==> src/rtl/sbpd_pkg.sv <==
// Shared types and constants for the seven-bit packet deframer.
// Used by every module in rtl/; depends on nothing else.
`default_nettype none

package sbpd_pkg;

  // Default receive buffer size in bytes. The supported range is 16 to 2048.
  localparam int unsigned RX_BUFFER_BYTES_DEF = 2048;

  // Depth of the command queue between the front and the back.
  localparam int unsigned QUEUE_DEPTH = 2;

  localparam logic [7:0] CH_OPEN  = 8'h7B;
  localparam logic [7:0] CH_CLOSE = 8'h7D;

  localparam int unsigned SYM_W = 7;
  localparam int unsigned LEN_W = 14;
  localparam int unsigned CRC_W = 32;
  localparam int unsigned IDX_W = 11;
  // Wide enough for any length, buffer size or index plus seven.
  localparam int unsigned CMP_W = 15;

  typedef enum logic [1:0] {
    CMD_OPEN  = 2'd0,
    CMD_CLOSE = 2'd1,
    CMD_SYM   = 2'd2
  } cmd_kind_t;

  typedef struct packed {
    cmd_kind_t         kind;
    logic [SYM_W-1:0]  sym;
  } cmd_t;

  typedef enum logic [3:0] {
    PH_IDLE  = 4'd0,
    PH_LEN1  = 4'd1,
    PH_LEN2  = 4'd2,
    PH_CRC1  = 4'd3,
    PH_CRC2  = 4'd4,
    PH_CRC3  = 4'd5,
    PH_CRC4  = 4'd6,
    PH_CRC5  = 4'd7,
    PH_DATA0 = 4'd8,
    PH_DATA1 = 4'd9,
    PH_DATA2 = 4'd10,
    PH_DATA3 = 4'd11,
    PH_DATA4 = 4'd12,
    PH_DATA5 = 4'd13,
    PH_DATA6 = 4'd14,
    PH_DATA7 = 4'd15
  } phase_t;

endpackage

`default_nettype wire

==> src/rtl/sbpd_front.sv <==
// Front end: accepts received bytes and classifies them into queue commands.
// Depends on sbpd_pkg.
`default_nettype none

module sbpd_front (
  input  wire logic          in_valid,
  input  wire logic [7:0]    in_byte,
  output logic               in_ready,
  input  wire logic          push_ready,
  output logic               push_valid,
  output sbpd_pkg::cmd_t     push_cmd
);
  import sbpd_pkg::*;

  logic keep;

  always_comb begin
    push_cmd.sym  = in_byte[SYM_W-1:0];
    push_cmd.kind = CMD_SYM;
    keep          = 1'b1;
    priority if (in_byte == CH_OPEN) begin
      push_cmd.kind = CMD_OPEN;
    end else if (in_byte == CH_CLOSE) begin
      push_cmd.kind = CMD_CLOSE;
    end else if (in_byte[7]) begin
      push_cmd.kind = CMD_SYM;
    end else begin
      // Any other plain byte carries nothing and is dropped here.
      keep = 1'b0;
    end
  end

  assign in_ready   = push_ready;
  assign push_valid = in_valid && push_ready && keep;

endmodule

`default_nettype wire

==> src/rtl/sbpd_queue.sv <==
// Short command queue between the front end and the frame engine.
// Depends on sbpd_pkg.
`default_nettype none

module sbpd_queue (
  input  wire logic          clk,
  input  wire logic          rst_n,
  input  wire logic          push_valid,
  input  wire sbpd_pkg::cmd_t push_cmd,
  output logic               push_ready,
  input  wire logic          pop,
  output logic               head_valid,
  output sbpd_pkg::cmd_t     head_cmd
);
  import sbpd_pkg::*;

  localparam int unsigned PTR_W = (QUEUE_DEPTH > 1) ? $clog2(QUEUE_DEPTH) : 1;
  localparam int unsigned CNT_W = $clog2(QUEUE_DEPTH + 1);
  localparam logic [PTR_W-1:0] LAST = PTR_W'(QUEUE_DEPTH - 1);
  localparam logic [CNT_W-1:0] FULL = CNT_W'(QUEUE_DEPTH);

  cmd_t             entry_r [QUEUE_DEPTH];
  logic [PTR_W-1:0] wr_ptr_r, wr_ptr_nxt;
  logic [PTR_W-1:0] rd_ptr_r, rd_ptr_nxt;
  logic [CNT_W-1:0] count_r,  count_nxt;
  logic             do_pop;

  assign push_ready = (count_r != FULL);
  assign head_valid = (count_r != '0);
  assign head_cmd   = entry_r[rd_ptr_r];
  assign do_pop     = pop && head_valid;

  always_comb begin
    wr_ptr_nxt = wr_ptr_r;
    rd_ptr_nxt = rd_ptr_r;
    count_nxt  = count_r;
    if (push_valid) begin
      wr_ptr_nxt = (wr_ptr_r == LAST) ? '0 : wr_ptr_r + PTR_W'(1);
    end
    if (do_pop) begin
      rd_ptr_nxt = (rd_ptr_r == LAST) ? '0 : rd_ptr_r + PTR_W'(1);
    end
    if (push_valid && !do_pop) begin
      count_nxt = count_r + CNT_W'(1);
    end else if (!push_valid && do_pop) begin
      count_nxt = count_r - CNT_W'(1);
    end
  end

  always_ff @(posedge clk) begin
    if (!rst_n) begin
      wr_ptr_r <= '0;
      rd_ptr_r <= '0;
      count_r  <= '0;
    end else begin
      wr_ptr_r <= wr_ptr_nxt;
      rd_ptr_r <= rd_ptr_nxt;
      count_r  <= count_nxt;
    end
  end

  always_ff @(posedge clk) begin
    if (push_valid) begin
      entry_r[wr_ptr_r] <= push_cmd;
    end
  end

endmodule

`default_nettype wire

==> src/rtl/sbpd_back.sv <==
// Frame engine: runs the phase machine on queued commands and holds the
// result beat in an output register. Depends on sbpd_pkg.
`default_nettype none

module sbpd_back #(
  parameter int unsigned RX_BUFFER_BYTES = sbpd_pkg::RX_BUFFER_BYTES_DEF
) (
  input  wire logic                      clk,
  input  wire logic                      rst_n,
  input  wire logic                      q_valid,
  input  wire sbpd_pkg::cmd_t            q_cmd,
  output logic                           q_pop,
  output logic                           out_valid,
  input  wire logic                      out_ready,
  output logic                           out_is_end,
  output logic [7:0]                     out_data_byte,
  output logic [sbpd_pkg::IDX_W-1:0]     out_byte_index,
  output logic [sbpd_pkg::LEN_W-1:0]     out_frame_length,
  output logic [sbpd_pkg::CRC_W-1:0]     out_frame_crc,
  output logic                           out_was_in_frame
);
  import sbpd_pkg::*;

  localparam int unsigned GB_W = $clog2(RX_BUFFER_BYTES);
  localparam logic [CMP_W-1:0] RX_LIM = CMP_W'(RX_BUFFER_BYTES);
  localparam logic [CMP_W-1:0] GROUP  = CMP_W'(7);

  phase_t           phase_r, phase_nxt;
  logic [LEN_W-1:0] length_r, length_nxt;
  logic [CRC_W-1:0] crc_r, crc_nxt;
  logic [GB_W-1:0]  group_base_r, group_base_nxt;
  logic [SYM_W-1:0] carry_r, carry_nxt;

  logic             out_valid_r, out_valid_nxt;
  logic             is_end_r, is_end_nxt;
  logic [7:0]       data_r, data_nxt;
  logic [IDX_W-1:0] index_r, index_nxt;
  logic [LEN_W-1:0] flen_r, flen_nxt;
  logic [CRC_W-1:0] fcrc_r, fcrc_nxt;
  logic             in_frame_r, in_frame_nxt;

  logic             emit;
  logic [SYM_W-1:0] sym;
  logic [CMP_W-1:0] gb_ext, len_ext, idx, gb_step;
  logic             overrun;
  logic [2:0]       k;
  logic [7:0]       d_byte;
  logic [LEN_W-1:0] len_full;

  always_comb begin
    sym      = q_cmd.sym;
    gb_ext   = CMP_W'(group_base_r);
    len_ext  = CMP_W'(length_r);
    gb_step  = gb_ext + GROUP;
    overrun  = (len_ext >= RX_LIM) || (gb_step >= RX_LIM);
    // In data phases the low three phase bits count the symbol in the group.
    k        = phase_r[2:0];
    // Byte k-1 of the group is the low 8-k carry bits joined to the top k bits
    // of the new symbol.
    d_byte   = 8'({carry_r, sym} >> (3'd7 - k));
    idx      = gb_ext + CMP_W'(k) - CMP_W'(1);
    len_full = length_r | LEN_W'(sym);
  end

  always_comb begin
    phase_nxt      = phase_r;
    length_nxt     = length_r;
    crc_nxt        = crc_r;
    group_base_nxt = group_base_r;
    carry_nxt      = carry_r;
    emit           = 1'b0;
    is_end_nxt     = 1'b0;
    data_nxt       = '0;
    index_nxt      = '0;
    flen_nxt       = '0;
    fcrc_nxt       = '0;
    in_frame_nxt   = 1'b0;

    q_pop = q_valid && (!out_valid_r || out_ready);

    if (q_pop) begin
      unique case (q_cmd.kind)
        CMD_OPEN: begin
          phase_nxt  = PH_LEN1;
          length_nxt = '0;
        end
        CMD_CLOSE: begin
          emit         = 1'b1;
          is_end_nxt   = 1'b1;
          flen_nxt     = length_r;
          fcrc_nxt     = crc_r;
          in_frame_nxt = (phase_r != PH_IDLE);
          phase_nxt    = PH_IDLE;
        end
        CMD_SYM: begin
          if (overrun) begin
            phase_nxt      = PH_IDLE;
            group_base_nxt = '0;
            length_nxt     = '0;
          end else begin
            unique case (phase_r)
              PH_IDLE: begin
              end
              PH_LEN1: begin
                length_nxt = {sym, 7'b0};
                phase_nxt  = PH_LEN2;
              end
              PH_LEN2: begin
                length_nxt = len_full;
                // A length too large for the buffer leaves the block idle;
                // later symbols are still checked by the overrun guard.
                if (CMP_W'(len_full) + GROUP < RX_LIM) begin
                  phase_nxt      = PH_CRC1;
                  group_base_nxt = '0;
                end else begin
                  phase_nxt = PH_IDLE;
                end
              end
              PH_CRC1: begin
                crc_nxt   = CRC_W'(sym) << 25;
                phase_nxt = PH_CRC2;
              end
              PH_CRC2: begin
                crc_nxt   = crc_r | (CRC_W'(sym) << 18);
                phase_nxt = PH_CRC3;
              end
              PH_CRC3: begin
                crc_nxt   = crc_r | (CRC_W'(sym) << 11);
                phase_nxt = PH_CRC4;
              end
              PH_CRC4: begin
                crc_nxt   = crc_r | (CRC_W'(sym) << 4);
                phase_nxt = PH_CRC5;
              end
              PH_CRC5: begin
                crc_nxt   = crc_r | CRC_W'(sym);
                phase_nxt = PH_DATA0;
              end
              PH_DATA0: begin
                carry_nxt = sym;
                phase_nxt = PH_DATA1;
              end
              PH_DATA1, PH_DATA2, PH_DATA3, PH_DATA4,
              PH_DATA5, PH_DATA6, PH_DATA7: begin
                // Padding past the frame length is unpacked but not sent.
                if (idx < len_ext) begin
                  emit      = 1'b1;
                  data_nxt  = d_byte;
                  index_nxt = idx[IDX_W-1:0];
                end
                carry_nxt = sym;
                if (phase_r == PH_DATA7) begin
                  group_base_nxt = gb_step[GB_W-1:0];
                  phase_nxt      = PH_DATA0;
                end else begin
                  phase_nxt = phase_t'(phase_r + 4'd1);
                end
              end
              default: begin
              end
            endcase
          end
        end
        default: begin
        end
      endcase
    end

    out_valid_nxt = emit || (out_valid_r && !out_ready);
  end

  always_ff @(posedge clk) begin
    if (!rst_n) begin
      phase_r      <= PH_IDLE;
      length_r     <= '0;
      crc_r        <= '0;
      group_base_r <= '0;
      carry_r      <= '0;
      out_valid_r  <= 1'b0;
    end else begin
      phase_r      <= phase_nxt;
      length_r     <= length_nxt;
      crc_r        <= crc_nxt;
      group_base_r <= group_base_nxt;
      carry_r      <= carry_nxt;
      out_valid_r  <= out_valid_nxt;
    end
  end

  always_ff @(posedge clk) begin
    if (emit) begin
      is_end_r   <= is_end_nxt;
      data_r     <= data_nxt;
      index_r    <= index_nxt;
      flen_r     <= flen_nxt;
      fcrc_r     <= fcrc_nxt;
      in_frame_r <= in_frame_nxt;
    end
  end

  assign out_valid        = out_valid_r;
  assign out_is_end       = is_end_r;
  assign out_data_byte    = data_r;
  assign out_byte_index   = index_r;
  assign out_frame_length = flen_r;
  assign out_frame_crc    = fcrc_r;
  assign out_was_in_frame = in_frame_r;

endmodule

`default_nettype wire

==> src/rtl/seven_bit_packet_deframer_core.sv <==
// Seven-bit packet deframer, top level.
// Input channel: one received byte per beat on in_byte with in_valid/in_ready.
// '{' opens a frame, '}' closes it, and bytes with the top bit set carry seven
// payload bits each (two length symbols, five CRC symbols, then groups of
// eight symbols that unpack to seven data bytes). Other bytes are dropped.
// Output channel: one result per beat with out_valid/out_ready; out_is_end
// marks an end report carrying length, CRC and whether a frame was open,
// otherwise the beat is a data byte with its index inside the payload.
// Throughput is one byte per cycle while out_ready stays high: the front
// classifies a byte in the cycle it is accepted, a two-entry queue registers
// it, and the frame engine executes one command per cycle into an output
// register. With nothing queued ahead, a byte passes the queue entry and
// then the output register before its result is valid. When the receiver
// stalls, the output register holds its beat, the engine waits, the queue
// fills and in_ready drops once it holds two marker or symbol bytes.
// Reset (rst_n low, synchronous) empties the queue and the output register
// and returns the engine to idle with length, CRC and position cleared.
// Depends on sbpd_pkg, sbpd_front, sbpd_queue and sbpd_back.
`default_nettype none

module seven_bit_packet_deframer_core #(
  parameter int unsigned RX_BUFFER_BYTES = sbpd_pkg::RX_BUFFER_BYTES_DEF
) (
  input  wire logic                      clk,
  input  wire logic                      rst_n,
  input  wire logic                      in_valid,
  output logic                           in_ready,
  input  wire logic [7:0]                in_byte,
  output logic                           out_valid,
  input  wire logic                      out_ready,
  output logic                           out_is_end,
  output logic [7:0]                     out_data_byte,
  output logic [sbpd_pkg::IDX_W-1:0]     out_byte_index,
  output logic [sbpd_pkg::LEN_W-1:0]     out_frame_length,
  output logic [sbpd_pkg::CRC_W-1:0]     out_frame_crc,
  output logic                           out_was_in_frame
);
  import sbpd_pkg::*;

  logic push_valid, push_ready;
  cmd_t push_cmd;
  logic head_valid, pop;
  cmd_t head_cmd;

  sbpd_front u_front (
    .in_valid   (in_valid),
    .in_byte    (in_byte),
    .in_ready   (in_ready),
    .push_ready (push_ready),
    .push_valid (push_valid),
    .push_cmd   (push_cmd)
  );

  sbpd_queue u_queue (
    .clk        (clk),
    .rst_n      (rst_n),
    .push_valid (push_valid),
    .push_cmd   (push_cmd),
    .push_ready (push_ready),
    .pop        (pop),
    .head_valid (head_valid),
    .head_cmd   (head_cmd)
  );

  sbpd_back #(
    .RX_BUFFER_BYTES (RX_BUFFER_BYTES)
  ) u_back (
    .clk              (clk),
    .rst_n            (rst_n),
    .q_valid          (head_valid),
    .q_cmd            (head_cmd),
    .q_pop            (pop),
    .out_valid        (out_valid),
    .out_ready        (out_ready),
    .out_is_end       (out_is_end),
    .out_data_byte    (out_data_byte),
    .out_byte_index   (out_byte_index),
    .out_frame_length (out_frame_length),
    .out_frame_crc    (out_frame_crc),
    .out_was_in_frame (out_was_in_frame)
  );

endmodule

`default_nettype wire
==> config.mk <==
export PLATFORM = sky130hd
export DESIGN_NAME = seven_bit_packet_deframer_core
export DESIGN_NICKNAME = d
export VERILOG_FILES = /design/src/rtl/sbpd_pkg.sv /design/src/rtl/sbpd_front.sv /design/src/rtl/sbpd_queue.sv /design/src/rtl/sbpd_back.sv /design/src/rtl/seven_bit_packet_deframer_core.sv
export SDC_FILE = /design/constraint.sdc
export NUM_CORES = 1
export LEC_CHECK = 0
export BUFFER_PORTS_ARGS = -buffer_cell sky130_fd_sc_hd__buf_2
export CAP_MARGIN = 40
export CORE_MARGIN = 2
export CORE_UTILIZATION = 53
export CTS_CLUSTER_DIAMETER = 60
export DETAILED_ROUTE_END_ITERATION = 8
export GPL_TIMING_DRIVEN = 1
export PLACE_DENSITY = 0.76
export SLEW_MARGIN = 20
export SYNTH_ARGS = -nofsm -noshare
export SYNTH_HDL_FRONTEND = slang
export SYNTH_SLANG_ARGS = --single-unit
export TNS_END_PERCENT = 5
==> constraint.sdc <==
create_clock -name clk -period 6.2 [get_ports clk]
set_input_delay 0.93 -clock clk [delete_from_list [all_inputs] [get_ports clk]]
set_output_delay 0.93 -clock clk [all_outputs]
set_load 0.02 [all_outputs]
# Word-level counts from Yosys, hierarchy flattened
# Memories as Yosys holds them, arrays and structs flattened. A register that Yosys moved wholly into a read port is not among the register bits.
# Index checks and enable logic that the tools add are counted.
# totals
output_inout_bits	69
word_cells	128
input_bits	12
n_memories	1
regBits	140
ramBits	18
# classes
eq_ne	24
shift	1
n_addsub	10
n_mux	32
bitwise	10
reduce_logical	31
order_cmp	4
# memory_table
memory	depth	word_bits	rd	rd_clocked_by_memory_dff	write_ports	line_no	source
u_queue.entry_r	2	9	1	1	1	sbpd_queue.sv:22	cmd_t entry_r [QUEUE_DEPTH];
# op_table
cell	count
32-bit one-hot mux with 5 select lines	1
14-bit one-hot mux with 2 select lines	2
4-bit one-hot mux with 9 select lines	1
11-bit 2-to-1 mux	3
4-bit == test (second input constant)	8
32-bit by 11-bit OR with 32-bit output	1
32-bit by 18-bit OR with 32-bit output	1
32-bit by 25-bit OR with 32-bit output	1
32-bit by 7-bit OR with 32-bit output	1
11-bit one-hot mux with 2 select lines	1
4-bit by 3-bit == test with 1-bit output (second input constant)	4
8-bit by 7-bit == test with 1-bit output (second input constant)	2
14-bit by 3-bit adder with 15-bit output (second input constant)	1
15-bit by 12-bit >= comparator with 1-bit output (second input constant)	1
15-bit by 12-bit < comparator with 1-bit output (second input constant)	1
15-bit by 14-bit < comparator with 1-bit output	1
15-bit by 1-bit subtractor with 15-bit output (second input constant)	1
14-bit by 12-bit >= comparator with 1-bit output (second input constant)	1
1-bit 2-to-1 mux	14
14-bit 2-to-1 mux	1
14-bit by 7-bit OR with 14-bit output	1
14-bit by 3-bit right shift with 8-bit output	1
11-bit by 3-bit adder with 12-bit output	1
11-bit by 3-bit adder with 12-bit output (second input constant)	1
other kinds (33)	61

# Depth between registers and ports, before layout
# logic_depth
word_depth	9
ltp_mapped	18
mapped_depth_nobuf	17

# Cells and area by module
# From an unflattened synthesis, not the netlist that was laid out.
# unflattened
cells_unflattened	720
hier_area_um2	7777.5
# by_module_without_submodules
mod	area_each_um2	seq_area_each_um2	n_inst	cells_each
sbpd_back	6774.0	3393.3	1	653
sbpd_queue	867.1	640.6	1	50
sbpd_front	136.4	0.0	1	17

# Worst setup path before layout
# OpenSTA, ideal clock, no wires.
# synth_timing
path_kind	register to register
startpoint	reg u_back.group_base_r[0]
endpoint	reg u_back.index_r[0] (netlist: u_back.out_byte_index[0]) (enable)
path_stages_with_launch	19
arrival_ns	5.471
period_less_slack_ns	5.920
setup_ns	0.449
setup_slack_ns	0.280
required_time_ns	5.751
n_path_buf	2
cell_sequence	dfxtp_1 > ha_1 > fa_1 > inv_1 > ha_1 > nor2b_1 > a32o_1 > o22ai_1 > and3b_1 > and2_1 > clkbuf_1 > ha_1 > a211oi_1 > o211ai_1 > a21oi_1 > o22ai_1 > a211o_4 > buf_6 > a21oi_2
# synth_between
elab_chain_cells	8
elab_cells_between_ends	11
cone_classes	add/sub: 3; order compare: 2; mux: 5; reduce/logical: 1
# synth_lines
item	line_no	source
start: declaration	sbpd_back.sv:31	logic [GB_W-1:0] group_base_r, group_base_nxt;
start signal: assignment	sbpd_back.sv:184	group_base_r <= group_base_nxt;
11-bit by 3-bit adder with 12-bit output	sbpd_back.sv:61	idx = gb_ext + CMP_W'(k) - CMP_W'(1);
15-bit by 1-bit subtractor with 15-bit output	sbpd_back.sv:61	
15-bit by 14-bit < comparator with 1-bit output	sbpd_back.sv:146	if (idx < len_ext) begin
1-bit 2-to-1 mux	sbpd_back.sv:146	
1-bit 2-to-1 mux	sbpd_back.sv:101	unique case (phase_r)
1-bit 2-to-1 mux (*)	sbpd_back.sv:96	if (overrun) begin
1-bit one-hot mux with 2 select lines (*)	sbpd_back.sv:82	unique case (q_cmd.kind)
1-bit 2-to-1 mux (*)	sbpd_back.sv:81	if (q_pop) begin
via u_back.emit	sbpd_back.sv:42	logic emit;
end signal: assignment	sbpd_back.sv:194	index_r <= index_nxt;
end: declaration	sbpd_back.sv:37	logic [IDX_W-1:0] index_r, index_nxt;
# Mark *: on every way through the listed nets, which the timed path passes. The rest lies on a longest branch.
# A chain may end at the register's enable or synchronous reset.

# Worst setup path in the final report
# layout_timing
startpoint	reg u_back.phase_r[0]
endpoint	reg u_back.flen_r[9] (netlist: u_back.out_frame_length[9]) (enable)
# layout_between
elab_chain_cells	8
elab_cells_between_ends	16
cone_classes	add/sub: 2; order compare: 1; eq/ne: 7; mux: 5; reduce/logical: 1
# layout_lines
item	line_no	source
start: declaration	sbpd_back.sv:28	phase_t phase_r, phase_nxt;
start signal: assignment	sbpd_back.sv:181	phase_r <= phase_nxt;
11-bit by 3-bit adder with 12-bit output	sbpd_back.sv:61	
15-bit by 1-bit subtractor with 15-bit output	sbpd_back.sv:61	
via u_back.idx[8]	sbpd_back.sv:44	logic [CMP_W-1:0] gb_ext, len_ext, idx, gb_step;
15-bit by 14-bit < comparator with 1-bit output	sbpd_back.sv:146	
1-bit 2-to-1 mux	sbpd_back.sv:146	
1-bit 2-to-1 mux	sbpd_back.sv:101	
1-bit 2-to-1 mux	sbpd_back.sv:96	
1-bit one-hot mux with 2 select lines	sbpd_back.sv:82	
1-bit 2-to-1 mux	sbpd_back.sv:81	
via u_back.emit	sbpd_back.sv:42	
end signal: assignment	sbpd_back.sv:195	flen_r <= flen_nxt;
end: declaration	sbpd_back.sv:38	logic [LEN_W-1:0] flen_r, flen_nxt;
# The timed path passes the listed nets, and every way through them passes these cells.

==> impl_metrics.toml <==
[synthesis]
async_reset_ff_share_pct = 0
netlist_area_um2 = 7760
netlist_instances = 754
synth_area_leaders = "edfxtp_1 33%, dfxtp_1 19%, nor2_1 4.6%, ha_1 4.2%, a21oi_1 4.1%"
synth_top_family_by_area = "simple AND/OR/NAND/NOR gates"
synth-adder-area-share_pct = 4.45
synth_nets = 793
syn_area_per_cell_um2 = 10.3
synth_cell_types = 73
ys_seq_elements = 159
synth_compound_area_share_pct = 14.6
yosys.area_share.simple_pct = 16.9
synthFlopType = "edfxtp_1"
yosysSeqAreaShare_pct = 52.0
yosys.area.top_type_share_pct = 32.9
synth_edf_count = 85
ys_warn_count = 0
synth_xor_area_share_pct = 2.93
synth.area.mux_share_pct = 5.25
yosysTopAreaCell = "edfxtp_1"

[worst_setup_path]
arrival_ns = 5.54
startpoint = "u_back.phase_r[0]"
critPathCaptureType = "flip-flop"
r2r_start = "u_back.phase_r[0]"
critical_path_required_ns = 6.32
start_kind = "flip-flop"
r2r_end = "u_back.out_frame_length[9]"
ff2ff_setup_slack_ns = 0.78
critPathKind = "reg2reg"
rr_worst_depth = 18
path_max_fanout = 45
worstSetupEndpoint = "u_back.out_frame_length[9]"

[pwr]
power-per-cell-area_nw_per_um2 = 336
swShare_pct = 32.2
power.leakage_uw = 0.00337
power.internal_uw = 2040
seqPwrFrac_pct = 40.1
max-vdd-ir-drop_uv = 243
p_comb_share_pct = 24.1
power_frac_clock_pct = 35.8
p_sw_uw = 966

[timing]
finalCritPeriodShare_pct = 87.4
worst_slew_pin_slew_ns = 0.865
clock_skew_ns = 0.00945
setup_viol = 0
hold_viol = 0
slew_headroom_pct = 41.5
fmax_mhz = 184
maxSlewViolCount = 0
tns_ns = 0
fin_crit_ns = 5.42
rsz0062_at_grt = "false"

[clock_network]
root_buffer = "clkbuf_16"
numCtsBuffers = 17
cts.sinks = 159
clkTransAtPathRegs_ns = 0.06
hold_buffers = 0
clockBufferDepth = 2
cts_resized = 0
cts_tree = "built"
post-cts-setup-buffers = 0
clock_latency_ns = 0.44
htreeDepth = 4

[grt]
grt_first_pass_wirelength_mm = 30.0
grt_overflow = 0
grt_max_degree = 46
grt_usage_pct = 24.1
grt_pass1_vias = 5958
antenna_found_initial = 0

[drt]
ant_nets = 0
drc = 0
drtPass1Iterations = 5
vias = 6165
wl_per_cell_um = 18.5
vias_per_cell = 6.07
wl_mm = 18.8
drtIter0Drc = 691

[final_layout]
post-route-util_pct = 61.9
fill_cells = 1196
area_growth_pct = 15.1
nets = 858
antennaDiodeCount = 0
drive_gt1_share_pct = 17.5

[floorplanning]
dieArea_um2 = 15600
rows = 44
die_x_um = 125
core_area_um2 = 14400
fp.dieH_um = 125
pin_count = 81
start_util_pct = 53.8

[outcome]
status = "complete, no violations"

[place]
portBuffers = 80
gp_congestion = 0.945
place_hpwl_mm = 13.4

[flow_run]
maxCapViolCount = 0

[worst_hold_path]
min_path_type = "reg2reg"
hp-start = "u_back.crc_r[22]"
[sequential cells by signal, indices dropped and copies added, names as in the netlist, named ones only]
register,flops
u_back.out_valid,1
u_back.out_was_in_frame,1
u_back.length_r,14
u_queue.entry_r,18
u_back.phase_r,4
u_queue.count_r,2
u_back.out_is_end,1
u_back.group_base_r,11
u_back.out_frame_crc,32
u_back.out_data_byte,8
u_queue.rd_ptr_r,1
u_back.out_frame_length,14
u_back.carry_r,7
u_back.out_byte_index,11
u_queue.wr_ptr_r,1
u_back.crc_r,32
[layer usage]
metal | wire length [µm] | global-route usage, % | share of wire (%) | up-vias
met5 | 0 | 0 | 0 | -
met4 | 494 | 9.41 | 2.6 | 0
met3 | 1360 | 5.35 | 7.2 | 39
met2 | 9120 | 39.6 | 48 | 254
met1 | 7840 | 31.4 | 42 | 2988
li1 | - | - | - | 2884
[final cells by class]
cell class / count / area [µm²] / area share, %
repair buffers: 89 / 488 / 5.46
flip-flops and latches: 159 / 4030 / 45.2
clock inverters: 12 / 148 / 1.65
multi-input cells: 520 / 3440 / 38.6
well taps: 184 / 230 / 2.58
clock buffers: 20 / 467 / 5.23
inverters: 32 / 120 / 1.34
[per-stage QoR]
stage / hold slack [ns] / worst slack, ns / std cells / total power (µW) / area [µm²]
after floorplan: 0.429 / 0.280 / 754 / 1730 / 7760
after global placement: 0.446 / 0.991 / 982 / 1900 / 8290
after detailed placement: 0.447 / 0.889 / 982 / 1930 / 8290
after CTS: 0.464 / 0.800 / 1014 / 3000 / 8910
after global routing: 0.484 / 0.424 / 1016 / 3130 / 8930
final: 0.463 / 0.779 / 1016 / 3000 / 8930
[synthesized netlist by cell type (all sizes together) (3+ instances only)]
library cell,count
nor2,96
edfxtp,85
dfxtp,74
a21oi,66
nand2,43
and3,39
inv,32
clkbuf,31
ha,26
mux2i,25
o21ai,25
xnor2,20
nand3,16
a211oi,13
or3,13
buf,12
mux2,10
o211a,9
nor3,8
a31oi,7
nor4b,7
a22o,6
o21a,6
xor2,6
and2,5
nor2b,5
a2111oi,4
nand4,4
o211ai,4
o22ai,4
and2b,3
nand2b,3
nor3b,3
or4,3
or4b,3
[placed cells by master (no fill, tap or decap), types with 13 or more instances in the layout]
cell type  count
nor2_1        96
edfxtp_1      85
buf_2         80
dfxtp_1       74
a21oi_1       64
nand2_1       43
and3_1        39
inv_1         31
ha_1          26
mux2i_1       25
o21ai_0       25
xnor2_1       20
clkbuf_16     17
nand3_1       16
or3_1         13
[worst max-delay path: stages, from the launching register on]
cell and delay, ns:
dfxtp_1 0.52, ha_1 0.34, fa_1 0.50, inv_1 0.07
ha_1 0.26, nor2b_1 0.16, a32o_1 0.23, o22ai_1 0.26
and4b_1 0.25, a22oi_1 0.23, nand2_1 0.09, ha_1 0.30
a21oi_1 0.18, o211ai_1 0.10, a21oi_1 0.13, o22ai_1 0.21
a211o_4 0.47, a21oi_4 0.45, buf_12 0.30
[kinds of logic after synthesis]
kind of cell	Yosys count
compound gates	169
flops	159
mux	37
fa+ha+maj	27
buf+inv	75
xor+xnor	26
simple gates	261
[power by group through the flow]
stage	clock network, µW	registers [µW]	logic (µW)
floorplan	0	1200	522
global placement	0	1220	676
detailed placement	0	1230	696
CTS	1090	1210	703
global route	1130	1210	791
finish	1070	1200	724
[how the worst min path moves through the flow]
stage | to | slack (ns) | cells past startpoint
2_1_floorplan | u_back.crc_r[0] | 0.43 | 2
3_3_place_gp | u_back.crc_r[24] | 0.45 | 2
3_5_place_dp | u_back.crc_r[22] | 0.45 | 2
4_1_cts | u_back.crc_r[22] | 0.46 | 2
5_1_grt | u_back.crc_r[22] | 0.48 | 2
6_report | u_back.crc_r[22] | 0.46 | 2
Note: power is estimated with default switching activity, not from simulation.
